### src/dtq_pkg.sv
// ----------------------------------------------------------------------------
// dtq_pkg: shared types and codes of the delta timer queue.
// Command, event and status codes, the sleep list entry layout and the push request.
// ----------------------------------------------------------------------------
package dtq_pkg;

	localparam logic [2:0] CMD_ENQUEUE  = 3'd0;
	localparam logic [2:0] CMD_DISPATCH = 3'd1;
	localparam logic [2:0] CMD_SLEEP    = 3'd2;
	localparam logic [2:0] CMD_CANCEL   = 3'd3;
	localparam logic [2:0] CMD_TICK     = 3'd4;

	localparam logic [1:0] EV_ACK      = 2'd0;
	localparam logic [1:0] EV_DISPATCH = 2'd1;
	localparam logic [1:0] EV_WOKEN    = 2'd2;
	localparam logic [1:0] EV_NONE     = 2'd3;

	localparam logic [1:0] ST_OK        = 2'd0;
	localparam logic [1:0] ST_LIST_FULL = 2'd1;
	localparam logic [1:0] ST_NOT_FOUND = 2'd2;
	localparam logic [1:0] ST_FIFO_FULL = 2'd3;

	localparam int MaxResults = 16;

	typedef struct packed {
		logic [7:0]  thread;
		logic [7:0]  sem;
		logic [31:0] delta;
	} sleeper_t;

	// Push request from the sleep list engine to the ready FIFO.
	typedef struct packed {
		logic       push;
		logic [7:0] thread;
	} push_req_t;

endpackage

### src/delta_timer_queue_with_ready_fifo.sv
// ----------------------------------------------------------------------------
// delta_timer_queue_with_ready_fifo: thread scheduler offload.
// Ready FIFO of thread ids plus a delta-sorted sleep list with timed wakeup.
// ----------------------------------------------------------------------------
//  channel   signals                                        direction
//  command   start, busy, cmd, thread_id, sleep_ticks,
//            semaphore_id                                   in (busy out)
//  result    result_valid, event_res, out_thread,
//            out_semaphore, status, was_idle, last          out
//  config    cfg_we, cfg_wdata                              in
//
// Enqueue and unknown commands answer in the cycle after acceptance and never
// raise busy; dispatch raises busy in a pop state and answers from there.
// Sleep probes the list entry by entry up to the insertion point and shifts the
// tail up entry by entry; cancel walks the same way and shifts the tail down.
// A tick checks the head and, for each wakeup, shifts the rest of the list
// down. Each shifted entry needs one read and one write of the sleep memory.
// A wakeup result is held until the next entry is checked so it can carry last.
// Reset empties both structures and sets the running thread to the reset idle
// id. The receiver cannot stall: every result is shown for exactly one cycle,
// and the final result of an item carries last.
// ----------------------------------------------------------------------------
module delta_timer_queue_with_ready_fifo #(
	parameter int SLEEP_DEPTH = 16,
	parameter int READY_DEPTH = 32
) (
	input  logic        clk,
	input  logic        arst_n,
	input  logic        start,
	output logic        busy,
	input  logic [2:0]  cmd,
	input  logic [7:0]  thread_id,
	input  logic [31:0] sleep_ticks,
	input  logic [7:0]  semaphore_id,
	input  logic        cfg_we,
	input  logic [7:0]  cfg_wdata,
	output logic        result_valid,
	output logic [1:0]  event_res,
	output logic [7:0]  out_thread,
	output logic [7:0]  out_semaphore,
	output logic [1:0]  status,
	output logic        was_idle,
	output logic        last
);
	typedef enum logic [1:0] {T_IDLE, T_POP, T_LIST} top_state_t;

	top_state_t         state_q;
	logic [7:0]         idle_id_q;
	logic [7:0]         running_q;
	logic               accept;
	logic               pop_empty_q;

	logic               f_push;
	logic [7:0]         f_push_data;
	logic               f_pop;
	logic [7:0]         f_pop_data;
	logic               f_full;
	logic               f_empty;

	logic               sl_go;
	dtq_pkg::push_req_t sl_push;
	logic               sl_valid;
	logic [1:0]         sl_event;
	logic [7:0]         sl_thread;
	logic [7:0]         sl_sem;
	logic [1:0]         sl_status;
	logic               sl_last;
	logic               sl_done;

	assign accept = start && !busy;
	assign busy   = (state_q != T_IDLE);
	assign sl_go  = accept && (cmd == dtq_pkg::CMD_SLEEP || cmd == dtq_pkg::CMD_CANCEL ||
		cmd == dtq_pkg::CMD_TICK);

	// The FIFO push comes either straight from an enqueue or from a wakeup.
	assign f_push      = (accept && cmd == dtq_pkg::CMD_ENQUEUE) || sl_push.push;
	assign f_push_data = sl_push.push ? sl_push.thread : thread_id;
	assign f_pop       = accept && cmd == dtq_pkg::CMD_DISPATCH;

	dtq_ready_fifo #(.READY_DEPTH(READY_DEPTH)) u_fifo (
		.clk(clk), .arst_n(arst_n),
		.push(f_push), .push_data(f_push_data),
		.pop(f_pop), .pop_data(f_pop_data),
		.full(f_full), .empty(f_empty)
	);

	dtq_sleep_list #(.SLEEP_DEPTH(SLEEP_DEPTH)) u_sleep (
		.clk(clk), .arst_n(arst_n), .go(sl_go), .cmd(cmd),
		.thread_id(thread_id), .sleep_ticks(sleep_ticks), .semaphore_id(semaphore_id),
		.fifo_full(f_full), .push_req(sl_push),
		.res_valid(sl_valid), .res_event(sl_event), .res_thread(sl_thread),
		.res_sem(sl_sem), .res_status(sl_status), .res_last(sl_last), .done(sl_done)
	);

	always_ff @(posedge clk or negedge arst_n) begin
		if (!arst_n) begin
			state_q      <= T_IDLE;
			idle_id_q    <= '0;
			running_q    <= '0;
			pop_empty_q  <= 1'b0;
			result_valid <= 1'b0;
			last         <= 1'b0;
			event_res    <= dtq_pkg::EV_ACK;
			out_thread   <= '0;
			out_semaphore <= '0;
			status       <= dtq_pkg::ST_OK;
			was_idle     <= 1'b0;
		end else begin
			result_valid <= 1'b0;
			last         <= 1'b0;
			if (cfg_we) begin
				idle_id_q <= cfg_wdata;
			end
			unique case (state_q)
				T_IDLE: begin
					if (accept) begin
						if (cmd == dtq_pkg::CMD_ENQUEUE) begin
							// The push lands at this edge, so no busy cycle is needed.
							result_valid  <= 1'b1;
							last          <= 1'b1;
							event_res     <= dtq_pkg::EV_ACK;
							out_thread    <= '0;
							out_semaphore <= '0;
							status        <= f_full ? dtq_pkg::ST_FIFO_FULL : dtq_pkg::ST_OK;
							was_idle      <= 1'b0;
						end else if (cmd == dtq_pkg::CMD_DISPATCH) begin
							pop_empty_q <= f_empty;
							state_q     <= T_POP;
						end else if (sl_go) begin
							state_q <= T_LIST;
						end else begin
							result_valid  <= 1'b1;
							last          <= 1'b1;
							event_res     <= dtq_pkg::EV_ACK;
							out_thread    <= '0;
							out_semaphore <= '0;
							status        <= dtq_pkg::ST_OK;
							was_idle      <= 1'b0;
						end
					end
				end
				T_POP: begin
					running_q     <= pop_empty_q ? idle_id_q : f_pop_data;
					result_valid  <= 1'b1;
					last          <= 1'b1;
					event_res     <= dtq_pkg::EV_DISPATCH;
					out_thread    <= pop_empty_q ? idle_id_q : f_pop_data;
					out_semaphore <= '0;
					status        <= dtq_pkg::ST_OK;
					was_idle      <= pop_empty_q;
					state_q       <= T_IDLE;
				end
				T_LIST: begin
					// Results of the sleep list are passed on one for one.
					if (sl_valid) begin
						result_valid  <= 1'b1;
						last          <= sl_last;
						event_res     <= sl_event;
						out_thread    <= sl_thread;
						out_semaphore <= sl_sem;
						status        <= sl_status;
						was_idle      <= 1'b0;
					end
					if (sl_done) begin
						state_q <= T_IDLE;
					end
				end
				default: state_q <= T_IDLE;
			endcase
		end
	end
endmodule

### src/dtq_ready_fifo.sv
// ----------------------------------------------------------------------------
// dtq_ready_fifo: ready queue of thread ids in a synchronous memory.
// Push and pop are registered; pop data is valid the cycle after the pop.
// ----------------------------------------------------------------------------
module dtq_ready_fifo #(
	parameter int READY_DEPTH = 32
) (
	input  logic       clk,
	input  logic       arst_n,
	input  logic       push,
	input  logic [7:0] push_data,
	input  logic       pop,
	output logic [7:0] pop_data,
	output logic       full,
	output logic       empty
);
	localparam int AW = (READY_DEPTH > 1) ? $clog2(READY_DEPTH) : 1;
	localparam int CW = $clog2(READY_DEPTH + 1);

	logic [7:0]    mem [READY_DEPTH];
	logic [AW-1:0] head_q;
	logic [CW-1:0] count_q;
	logic [AW-1:0] tail;
	logic [AW:0]   tail_sum;

	assign tail_sum = {1'b0, head_q} + (AW+1)'(count_q);
	assign tail = (tail_sum >= (AW+1)'(READY_DEPTH)) ?
		AW'(tail_sum - (AW+1)'(READY_DEPTH)) : AW'(tail_sum);
	assign full  = (count_q == CW'(READY_DEPTH));
	assign empty = (count_q == '0);

	always_ff @(posedge clk) begin
		if (push && !full) begin
			mem[tail] <= push_data;
		end
		pop_data <= mem[head_q];
	end

	always_ff @(posedge clk or negedge arst_n) begin
		if (!arst_n) begin
			head_q  <= '0;
			count_q <= '0;
		end else begin
			if (pop && !empty) begin
				head_q <= (head_q == AW'(READY_DEPTH - 1)) ? '0 : head_q + 1'b1;
			end
			if (push && !full && !(pop && !empty)) begin
				count_q <= count_q + 1'b1;
			end else if (!(push && !full) && pop && !empty) begin
				count_q <= count_q - 1'b1;
			end
		end
	end
endmodule

### src/dtq_sleep_list.sv
// ----------------------------------------------------------------------------
// dtq_sleep_list: delta-sorted sleep list in a synchronous memory.
// Sequencer that walks the list entry by entry for sleep, cancel and tick.
// ----------------------------------------------------------------------------
module dtq_sleep_list #(
	parameter int SLEEP_DEPTH = 16
) (
	input  logic                clk,
	input  logic                arst_n,
	input  logic                go,
	input  logic [2:0]          cmd,
	input  logic [7:0]          thread_id,
	input  logic [31:0]         sleep_ticks,
	input  logic [7:0]          semaphore_id,
	input  logic                fifo_full,
	output dtq_pkg::push_req_t  push_req,
	output logic                res_valid,
	output logic [1:0]          res_event,
	output logic [7:0]          res_thread,
	output logic [7:0]          res_sem,
	output logic [1:0]          res_status,
	output logic                res_last,
	output logic                done
);
	localparam int AW = (SLEEP_DEPTH > 1) ? $clog2(SLEEP_DEPTH) : 1;
	localparam int CW = $clog2(SLEEP_DEPTH + 1);
	localparam int RW = $clog2(dtq_pkg::MaxResults + 1);

	typedef enum logic [3:0] {
		S_IDLE, S_INS_RD, S_INS_CMP, S_INS_SH_RD, S_INS_SH_WR, S_INS_WR,
		S_CAN_RD, S_CAN_CMP, S_SHL_RD, S_SHL_WR, S_TICK_RD, S_TICK_CHK
	} state_t;

	dtq_pkg::sleeper_t mem [SLEEP_DEPTH];
	dtq_pkg::sleeper_t rd_data;
	logic [AW-1:0]     rd_addr;
	logic              wr_en;
	logic [AW-1:0]     wr_addr;
	dtq_pkg::sleeper_t wr_data;

	state_t            state_q;
	logic [CW-1:0]     count_q;
	logic [CW-1:0]     pos_q;
	logic [CW-1:0]     idx_q;
	logic [32:0]       remain_q;
	logic [7:0]        thr_q;
	logic [7:0]        sem_q;
	logic [RW-1:0]     nres_q;
	logic              tick_dec_q;
	dtq_pkg::sleeper_t new_q;
	logic [7:0]        pend_thr_q;
	logic [7:0]        pend_sem_q;
	logic [1:0]        pend_st_q;

	always_ff @(posedge clk) begin
		if (wr_en) begin
			mem[wr_addr] <= wr_data;
		end
		rd_data <= mem[rd_addr];
	end

	always_comb begin
		rd_addr = '0;
		wr_en   = 1'b0;
		wr_addr = '0;
		wr_data = rd_data;
		unique case (state_q)
			S_INS_RD, S_CAN_RD, S_SHL_RD: rd_addr = AW'(pos_q);
			S_INS_SH_RD:                  rd_addr = AW'(idx_q - 1'b1);
			S_TICK_RD:                    rd_addr = '0;
			S_INS_SH_WR: begin
				wr_en   = 1'b1;
				wr_addr = AW'(idx_q);
			end
			S_INS_WR: begin
				wr_en   = 1'b1;
				wr_addr = AW'(pos_q);
				wr_data = new_q;
			end
			S_SHL_WR: begin
				wr_en   = 1'b1;
				wr_addr = AW'(pos_q - 1'b1);
				if (tick_dec_q) begin
					wr_data.delta = rd_data.delta + new_q.delta;
				end
			end
			S_INS_CMP: begin
				// Successor of the insertion point loses the new delta.
				if (pos_q != count_q && !(remain_q >= {1'b0, rd_data.delta})) begin
					wr_en   = 1'b1;
					wr_addr = AW'(pos_q);
					wr_data.delta = rd_data.delta - remain_q[31:0];
				end
			end
			S_TICK_CHK: begin
				if (tick_dec_q && rd_data.delta != '0) begin
					wr_en   = 1'b1;
					wr_addr = '0;
					wr_data.delta = rd_data.delta - 1'b1;
				end
			end
			default: ;
		endcase
	end

	always_ff @(posedge clk or negedge arst_n) begin
		if (!arst_n) begin
			state_q    <= S_IDLE;
			count_q    <= '0;
			pos_q      <= '0;
			idx_q      <= '0;
			nres_q     <= '0;
			tick_dec_q <= 1'b0;
			res_valid  <= 1'b0;
			res_last   <= 1'b0;
			done       <= 1'b0;
			push_req   <= '0;
		end else begin
			res_valid <= 1'b0;
			res_last  <= 1'b0;
			done      <= 1'b0;
			push_req  <= '0;
			unique case (state_q)
				S_IDLE: begin
					if (go) begin
						pos_q <= '0;
						thr_q <= thread_id;
						sem_q <= semaphore_id;
						remain_q <= {1'b0, (sleep_ticks == '0) ? 32'd1 : sleep_ticks};
						nres_q <= '0;
						tick_dec_q <= 1'b1;
						if (cmd == dtq_pkg::CMD_SLEEP) begin
							if (count_q == CW'(SLEEP_DEPTH)) begin
								res_valid  <= 1'b1;
								res_event  <= dtq_pkg::EV_ACK;
								res_thread <= '0;
								res_sem    <= '0;
								res_status <= dtq_pkg::ST_LIST_FULL;
								res_last   <= 1'b1;
								done       <= 1'b1;
							end else begin
								state_q <= S_INS_RD;
							end
						end else if (cmd == dtq_pkg::CMD_CANCEL) begin
							state_q <= S_CAN_RD;
						end else begin
							state_q <= S_TICK_RD;
						end
					end
				end
				S_INS_RD: state_q <= S_INS_CMP;
				S_INS_CMP: begin
					if (pos_q != count_q && remain_q >= {1'b0, rd_data.delta}) begin
						remain_q <= remain_q - {1'b0, rd_data.delta};
						pos_q    <= pos_q + 1'b1;
						state_q  <= S_INS_RD;
					end else begin
						new_q.thread <= thr_q;
						new_q.sem    <= sem_q;
						new_q.delta  <= remain_q[31:0];
						idx_q        <= count_q;
						state_q      <= (count_q == pos_q) ? S_INS_WR : S_INS_SH_RD;
					end
				end
				S_INS_SH_RD: state_q <= S_INS_SH_WR;
				S_INS_SH_WR: begin
					idx_q   <= idx_q - 1'b1;
					state_q <= (idx_q - 1'b1 == pos_q) ? S_INS_WR : S_INS_SH_RD;
				end
				S_INS_WR: begin
					count_q    <= count_q + 1'b1;
					res_valid  <= 1'b1;
					res_event  <= dtq_pkg::EV_ACK;
					res_thread <= '0;
					res_sem    <= '0;
					res_status <= dtq_pkg::ST_OK;
					res_last   <= 1'b1;
					done       <= 1'b1;
					state_q    <= S_IDLE;
				end
				S_CAN_RD: begin
					if (pos_q == count_q) begin
						res_valid  <= 1'b1;
						res_event  <= dtq_pkg::EV_ACK;
						res_thread <= '0;
						res_sem    <= '0;
						res_status <= dtq_pkg::ST_NOT_FOUND;
						res_last   <= 1'b1;
						done       <= 1'b1;
						state_q    <= S_IDLE;
					end else begin
						state_q <= S_CAN_CMP;
					end
				end
				S_CAN_CMP: begin
					if (rd_data.thread == thr_q) begin
						// Carry the removed delta into the successor.
						new_q      <= rd_data;
						tick_dec_q <= 1'b1;
						pos_q      <= pos_q + 1'b1;
						state_q    <= S_SHL_RD;
					end else begin
						pos_q   <= pos_q + 1'b1;
						state_q <= S_CAN_RD;
					end
				end
				S_SHL_RD: begin
					if (pos_q == count_q) begin
						count_q <= count_q - 1'b1;
						if (nres_q == '0) begin
							res_valid  <= 1'b1;
							res_event  <= dtq_pkg::EV_ACK;
							res_thread <= '0;
							res_sem    <= '0;
							res_status <= dtq_pkg::ST_OK;
							res_last   <= 1'b1;
							done       <= 1'b1;
							state_q    <= S_IDLE;
						end else begin
							pos_q   <= '0;
							state_q <= S_TICK_RD;
						end
					end else begin
						state_q <= S_SHL_WR;
					end
				end
				S_SHL_WR: begin
					tick_dec_q <= 1'b0;
					pos_q      <= pos_q + 1'b1;
					state_q    <= S_SHL_RD;
				end
				S_TICK_RD: begin
					if (count_q == '0 || nres_q == RW'(dtq_pkg::MaxResults)) begin
						// The held wakeup, if any, is the final result.
						res_valid <= 1'b1;
						if (nres_q == '0) begin
							res_event  <= dtq_pkg::EV_NONE;
							res_thread <= '0;
							res_sem    <= '0;
							res_status <= dtq_pkg::ST_OK;
						end else begin
							res_event  <= dtq_pkg::EV_WOKEN;
							res_thread <= pend_thr_q;
							res_sem    <= pend_sem_q;
							res_status <= pend_st_q;
						end
						res_last <= 1'b1;
						done     <= 1'b1;
						state_q  <= S_IDLE;
					end else begin
						state_q <= S_TICK_CHK;
					end
				end
				S_TICK_CHK: begin
					if (rd_data.delta == '0 || (tick_dec_q && rd_data.delta == 32'd1)) begin
						// Another wakeup follows, so the held one is not the last.
						if (nres_q != '0) begin
							res_valid  <= 1'b1;
							res_event  <= dtq_pkg::EV_WOKEN;
							res_thread <= pend_thr_q;
							res_sem    <= pend_sem_q;
							res_status <= pend_st_q;
						end
						pend_thr_q <= rd_data.thread;
						pend_sem_q <= rd_data.sem;
						pend_st_q  <= fifo_full ? dtq_pkg::ST_FIFO_FULL : dtq_pkg::ST_OK;
						push_req.push   <= 1'b1;
						push_req.thread <= rd_data.thread;
						nres_q     <= nres_q + 1'b1;
						// Remove the head: shift the rest down with no delta carry.
						new_q      <= '0;
						tick_dec_q <= 1'b0;
						pos_q      <= CW'(1);
						state_q    <= S_SHL_RD;
					end else begin
						res_valid <= 1'b1;
						if (nres_q == '0) begin
							res_event  <= dtq_pkg::EV_NONE;
							res_thread <= '0;
							res_sem    <= '0;
							res_status <= dtq_pkg::ST_OK;
						end else begin
							res_event  <= dtq_pkg::EV_WOKEN;
							res_thread <= pend_thr_q;
							res_sem    <= pend_sem_q;
							res_status <= pend_st_q;
						end
						res_last <= 1'b1;
						done     <= 1'b1;
						state_q  <= S_IDLE;
					end
				end
				default: state_q <= S_IDLE;
			endcase
		end
	end
endmodule

### config.mk
export PLATFORM = sky130hd
export DESIGN_NAME = delta_timer_queue_with_ready_fifo
export DESIGN_NICKNAME = d
export VERILOG_FILES = /design/src/dtq_pkg.sv /design/src/delta_timer_queue_with_ready_fifo.sv /design/src/dtq_ready_fifo.sv /design/src/dtq_sleep_list.sv
export SDC_FILE = /design/constraint.sdc
export NUM_CORES = 2
export LEC_CHECK = 0
export ABC_CLOCK_PERIOD_IN_PS = 11250
export BUFFER_PORTS_ARGS = -buffer_cell sky130_fd_sc_hd__buf_2
export CAP_MARGIN = 20
export CELL_PAD_IN_SITES_DETAIL_PLACEMENT = 1
export CELL_PAD_IN_SITES_GLOBAL_PLACEMENT = 2
export CORE_MARGIN = 4
export CORE_UTILIZATION = 30
export DETAILED_ROUTE_END_ITERATION = 7
export PLACE_DENSITY = 0.69
export SLEW_MARGIN = 15
export SYNTH_ARGS = -nofsm -noshare
export SYNTH_HDL_FRONTEND = slang
export SYNTH_SLANG_ARGS = --single-unit
export TNS_END_PERCENT = 100
### constraint.sdc
create_clock -name clk -period 11.25 [get_ports clk]
set_input_delay 2.8125 -clock clk [delete_from_list [all_inputs] [get_ports clk]]
set_output_delay 2.8125 -clock clk [all_outputs]
set_load 0.005 [all_outputs]
* Word-level counts from Yosys, hierarchy flattened
Memories as Yosys holds them, arrays and structs flattened. A register that Yosys moved wholly into a read port is not among the register bits. Cells that the tools add are included.
Operators by class: $add $sub $neg 15, magnitude comparators 2, equal/unequal tests 48, mux-type cells 148, bitwise operators 1, reductions and logical operators 62
Operators with widths (number):
- $mux W8 | 22
- $mux W48 | 3
- $pmux W48 S3 | 1
- $mux W32 | 4
- $pmux W32 S4 | 1
- $pmux W8 S6 | 2
- $mux W33 | 2
- $pmux W33 S2 | 1
- $logic_not A32 Y1 | 2
- $mux W2 | 31
- $mux W5 | 10
- $pmux W8 S3 | 2
- $mux W4 | 11
- $pmux W4 S11 | 1
- $ge A33 B32 Y1 | 1
- $sub A33 B32 Y33 | 1
- $add A32 B32 Y32 | 1
- $eq A32 B1 Y1 const B | 1
- $reduce_bool A32 Y1 | 1
- $sub A32 B1 Y32 const B | 1
- $sub A32 B32 Y32 | 1
- $mux W1 | 31
- $pmux W5 S2 | 3
- $pmux W5 S5 | 1
- 58 further kinds | 141
Storage, ports and cells: flip-flop bits (word level) 216, RAM bits 1024, input port bits 63, logic and storage cells 313, memories kept 2
Memories:
- u_sleep.mem | depth 16, width 48, rd ports 1, clocked after memory_dff 1, write ports 1, RTL line dtq_sleep_list.sv:34 | dtq_pkg::sleeper_t mem [SLEEP_DEPTH];
- u_fifo.mem | depth 32, width 8, rd ports 1, clocked after memory_dff 1, write ports 1, RTL line dtq_ready_fifo.sv:20 | logic [7:0] mem [READY_DEPTH];

* Logic depth before layout (Yosys ltp)
depth after elaboration 11, gate-level depth with buffers 15, depth with buffers taken out 14

* Hierarchy
A second synthesis with hierarchy kept.
Unflattened totals: cells, all modules 4713, area, all modules 59224.3 um2
Modules (own cells, without submodules):
- dtq_sleep_list | instances 1, cells each 3946, area an instance 46359.5 um2
- dtq_ready_fifo | instances 1, cells each 600, area an instance 10996.8 um2
- delta_timer_queue_with_ready_fifo | instances 1, cells each 167, area an instance 1868.0 um2

* Worst setup path before layout
No wires, ideal clock.
path kind input -> register, from in cmd[2], to reg u_sleep.remain_q[0] (enable), library setup time 0.518 ns, arrival time 6.813 ns, data required time 10.732 ns, slack 3.918 ns, stages 5, buffers on the path 0, cells stage by stage nand2b_1 a21o_1 nand2_1 nand2_1 nor4b_1
On the way: cells in the longest elaborated chain, start to end 6
RTL lines:
- from (decl) | RTL line delta_timer_queue_with_ready_fifo.sv:31 | input logic [2:0] cmd,
- $eq A3 B2 Y1 | RTL line delta_timer_queue_with_ready_fifo.sv:72 | assign sl_go = accept && (cmd == dtq_pkg::CMD_SLEEP || cmd == dtq_pkg::CMD_CANCEL ||
- $logic_or A1 B1 Y1 | RTL line delta_timer_queue_with_ready_fifo.sv:72
- $logic_or A1 B1 Y1 (*) | RTL line delta_timer_queue_with_ready_fifo.sv:72
- $logic_and A1 B1 Y1 (*) | RTL line delta_timer_queue_with_ready_fifo.sv:72
- $ne A2 B2 Y1 (no source line) (*)
- $reduce_and A4 Y1 (no source line) (*)
- to (signal assigned) | RTL line dtq_sleep_list.sv:129 | remain_q <= {1'b0, (sleep_ticks == '0) ? 32'd1 : sleep_ticks};
- to (signal assigned) | RTL line dtq_sleep_list.sv:154 | remain_q <= remain_q - {1'b0, rd_data.delta};
- to (decl) | RTL line dtq_sleep_list.sv:45 | logic [32:0] remain_q;
Every way passes the cells marked *; elsewhere a longest branch is shown, timed or not. A chain may end at the register's enable or synchronous reset.

* Worst setup path after layout
from reg u_sleep.rd_data[29] (netlist name), to mem u_sleep.mem[10][43] in the netlist's numbering (enable)
On the way: cells in the longest elaborated chain, start to end 7
RTL lines:
- $ge A33 B32 Y1 | RTL line dtq_sleep_list.sv:89 | if (pos_q != count_q && !(remain_q >= {1'b0, rd_data.delta})) begin
- $logic_not A1 Y1 | RTL line dtq_sleep_list.sv:89
- $logic_and A1 B1 Y1 | RTL line dtq_sleep_list.sv:89
- $mux W1 | RTL line dtq_sleep_list.sv:89
- $pmux W1 S3 | RTL line dtq_sleep_list.sv:67 | unique case (state_q)
- $mux W1 | RTL line dtq_sleep_list.sv:56 | if (wr_en) begin
- $mux W1 (implied by the code) | RTL line dtq_sleep_list.sv:57 | mem[wr_addr] <= wr_data;
- to (decl) | RTL line dtq_sleep_list.sv:34
Several ways; a longest one is shown, not always the timed one.

==> flow_summary_export.csv <==
group,metric,value,unit
timing,rsz0062_at_grt,"no",
layout,final_nets,4830,
synth,synth_commonest_cells,"1158 x edfxtp_1, 647 x nand2_1, 307 x a21oi_1",
worst_hold_path,hold_depth,2,
cts,numCtsBuffers,147,
power,vdd_drop_max,0.000169,V
routing,vias,38728,
synth,synthesis.instances,4620,
setup_path,worstRegToRegCells,13,
floorplanning,core_area,195000,µm²
global_route,grt-busiest-layer,"met2",
power,power,20.0,mW
placement,preCtsSetupSlack,4850,ps
global_route,grt_use_met2,27.8,%
timing,finalSetupViolCount,0,
routing,dr.pass1.iters,5,
placement,place_congestion,0.817,
timing,min_period_over_period,57.4,%
global_route,grtUsageTotal,17.2,%
cts,clk_pin_slew,60,ps
layout,fillers,20612,
timing,max_freq,155,MHz
global_route,use_met3,2.42,%
floorplanning,dieArea,203000,µm²
synth,ys_ff_latch,1295,
power,p_leak,22.8,nW
global_route,grt_pass1_vias,40003,
timing,slew_violations,0,
outcome,outcome,"completed",
setup_path,r2r_setup_slack,4800,ps
routing,drc_errors,0,
layout,multiInputGateArea,19600,µm²
layout,ff_latch_area,37900,µm²
synth,synth_area_leaders,"edfxtp_1 59%, nand2_1 4.1%, dfrtp_1 3.4%",
global_route,grt.overflow.total,0,
timing,setup_ws,4800,ps
cts,root_buffer,"clkbuf_16",
synth,ys.flop_type,"edfxtp_1",
setup_path,reg2reg_from,"u_sleep.rd_data[29]",
cts,clock-sinks,1295,
power,powerDensity,296,nW/µm²
timing,slew_headroom,21.9,%
timing,fin_crit,6450,ps
global_route,antenna_found_initial,8,
cts,post-cts-setup-buffers,0,
cts,clock_latency,780,ps
layout,final_cell_count_no_fill,7395,
floorplanning,dieWidth,451,µm
synth,syn-cell-area,58800,µm²
cts,cts_max_path_buffers,3,
setup_path,cp-startpoint,"u_sleep.rd_data[29]",
setup_path,required,11620,ps
layout,drive_above_1_share,11.9,%
synth,syn_avg_cell_area,12.7,µm²
synth,ys_seq_area_share,64.5,%
timing,hold_viol,0,
global_route,grt_max_degree,157,
global_route,grt_pass1_wl,267000,µm
synth,synth_top_area_share,59.2,%
floorplanning,dieHeight,451,µm
worst_hold_path,worst_hold_path_type,"flip-flop to flip-flop",
flow_run,maxCapViolations,0,
setup_path,cp.arrival,6830,ps
setup_path,path_class,"flip-flop to flip-flop",
timing,tightest_slew,1170,ps
synth,yosys_warnings,0,
placement,port_buffers,86,
setup_path,start_kind,"flip-flop",
layout,syn2layout_area_growth,14.8,%
routing,wire_per_inst,24.1,µm
cts,tritoncts,"done",
timing,finalClockSkew,45.7,ps
synth,yosysTopAreaCell,"edfxtp_1",
placement,dpl.cell_count,7114,
placement,hpwl,112000,µm
floorplanning,row_count,162,
routing,wirelength,178000,µm
setup_path,r2r-end,"u_sleep.mem[10][43]",
worst_hold_path,worstHoldEndpoint,"out_semaphore[7]",
synth,async_flop_share,6.25,%
setup_path,worstSetupEndpointType,"flip-flop",
routing,routed_via_density,5.24,
floorplanning,start_util,30.2,%
global_route,grt_use_met1,23.8,%
setup_path,cp_max_fo,29,
synth,synth_nets,4808,
cts,cts.hold.buffers_added,0,
cts,htreeDepth,4,
cts,cts-resized-gates,0,
synth,synth_edf_count,1158,
timing,setup_tns,0,ps
synth,post_synth_num_cell_types,81,
floorplanning,io_pins,87,
routing,drt_iter0_drc,2929,
synth,synth_most_common_cell,"edfxtp_1",
worst_hold_path,holdCritStartpoint,"out_semaphore[7]",
routing,ant_nets,0,
-- state kept, by name (all words and copies together), names as in the netlist, 4 cells and up --
register	cells
u_sleep.mem	768
u_fifo.mem	256
u_sleep.new_q	48
u_sleep.rd_data	48
u_sleep.remain_q	33
u_sleep.push_req	9
idle_id_q	8
out_semaphore	8
out_thread	8
u_fifo.pop_data	8
u_sleep.pend_sem_q	8
u_sleep.pend_thr_q	8
u_sleep.res_sem	8
u_sleep.res_thread	8
u_sleep.sem_q	8
u_sleep.thr_q	8
u_fifo.count_q	6
u_fifo.head_q	5
u_sleep.count_q	5
u_sleep.idx_q	5
u_sleep.nres_q	5
u_sleep.pos_q	5
u_sleep.state_q	4
-- critical path: stages, from the launching register on --
cell and delay [ps]:
dfxtp_1 410, ha_1 600, nand4_1 550, nor4_1 870, nand2_1 220, nand3_1 230, o22ai_1 220, o21ai_4 210
buf_4 340, o21ai_1 170, a21oi_1 410, nand2b_1 340, nor2_4 790, buf_4 630
-- metrics by stage --
| stage | instance area [µm²] | util, % | hold slack [ps] |
|---|---|---|---|
| floorplan | 58800 | - | 430 |
| global placement | 62300 | 32.0 | 461 |
| detailed placement | 62300 | 32.0 | 469 |
| CTS | 67300 | 34.6 | 484 |
| global route | 67400 | 34.6 | 505 |
| finish | 67400 | 34.6 | 480 |
-- area by class of cell --
cell class,count,area share [%]
multi-input cells,2914,29.1
repair buffers,170,1.72
well taps,2624,4.87
diodes,4,0.0148
clock inverters,79,1.42
clock buffers,195,6.00
inverters,114,0.635
flip-flops and latches,1295,56.2
-- logic make-up after synthesis --
kind of cell,share of synthesized area [%]
flip-flops,64.5
multiplexers,4.17
AO/OA/AOI/OAI,13.8
adder cells (fa/ha/maj),2.74
buffers and inverters,2.64
AND/OR/NAND/NOR,10.2
XOR/XNOR,1.83
-- cell usage in the layout (no fill, tap or decap), drive strengths merged, types with 17 or more instances in the layout --
cell    count
o31ai      17
nand2b     17
nand4      31
buf       170
mux2       29
o21ai     168
a22o       49
a21oi     307
a21o       50
xnor2      76
a31oi     116
dfxtp      56
nand2     647
ha        119
a221oi     17
clkinv     55
mux2i      32
o21a       18
and2      213
nor3       42
nand3      52
nor4       22
clkbuf    195
nor2      204
xor2       47
edfxtp   1158
o211ai     18
inv       121
nor2b      28
a211oi    264
dfrtp      81
mux4       80
a311oi    101
-- where the power goes --
part	internal [mW]	switching, mW	total (mW)
clock network	2.92	2.01	4.94
logic	2.56	5.44	8.00
registers	6.57	0.476	7.05
-- metal layers --
layer  routed length [µm]  share of wire, %
met1                82100                46
met2                83400                47
met3                 7560               4.2
met4                 5260               2.9
met5                   13            0.0073
-- worst max path at each step --
stage                                to  slack, ps  depth (start not counted)
global route         u_sleep.mem[9][46]       4660                         14
floorplan           u_sleep.remain_q[0]       3920                          5
detailed placement  u_sleep.mem[12][26]       4850                         13
finish              u_sleep.mem[10][43]       4800                         13
CTS                 u_sleep.mem[10][40]       4830                         13
global placement    u_sleep.mem[10][37]       4980                         13
(Power assumes the default switching activity.)
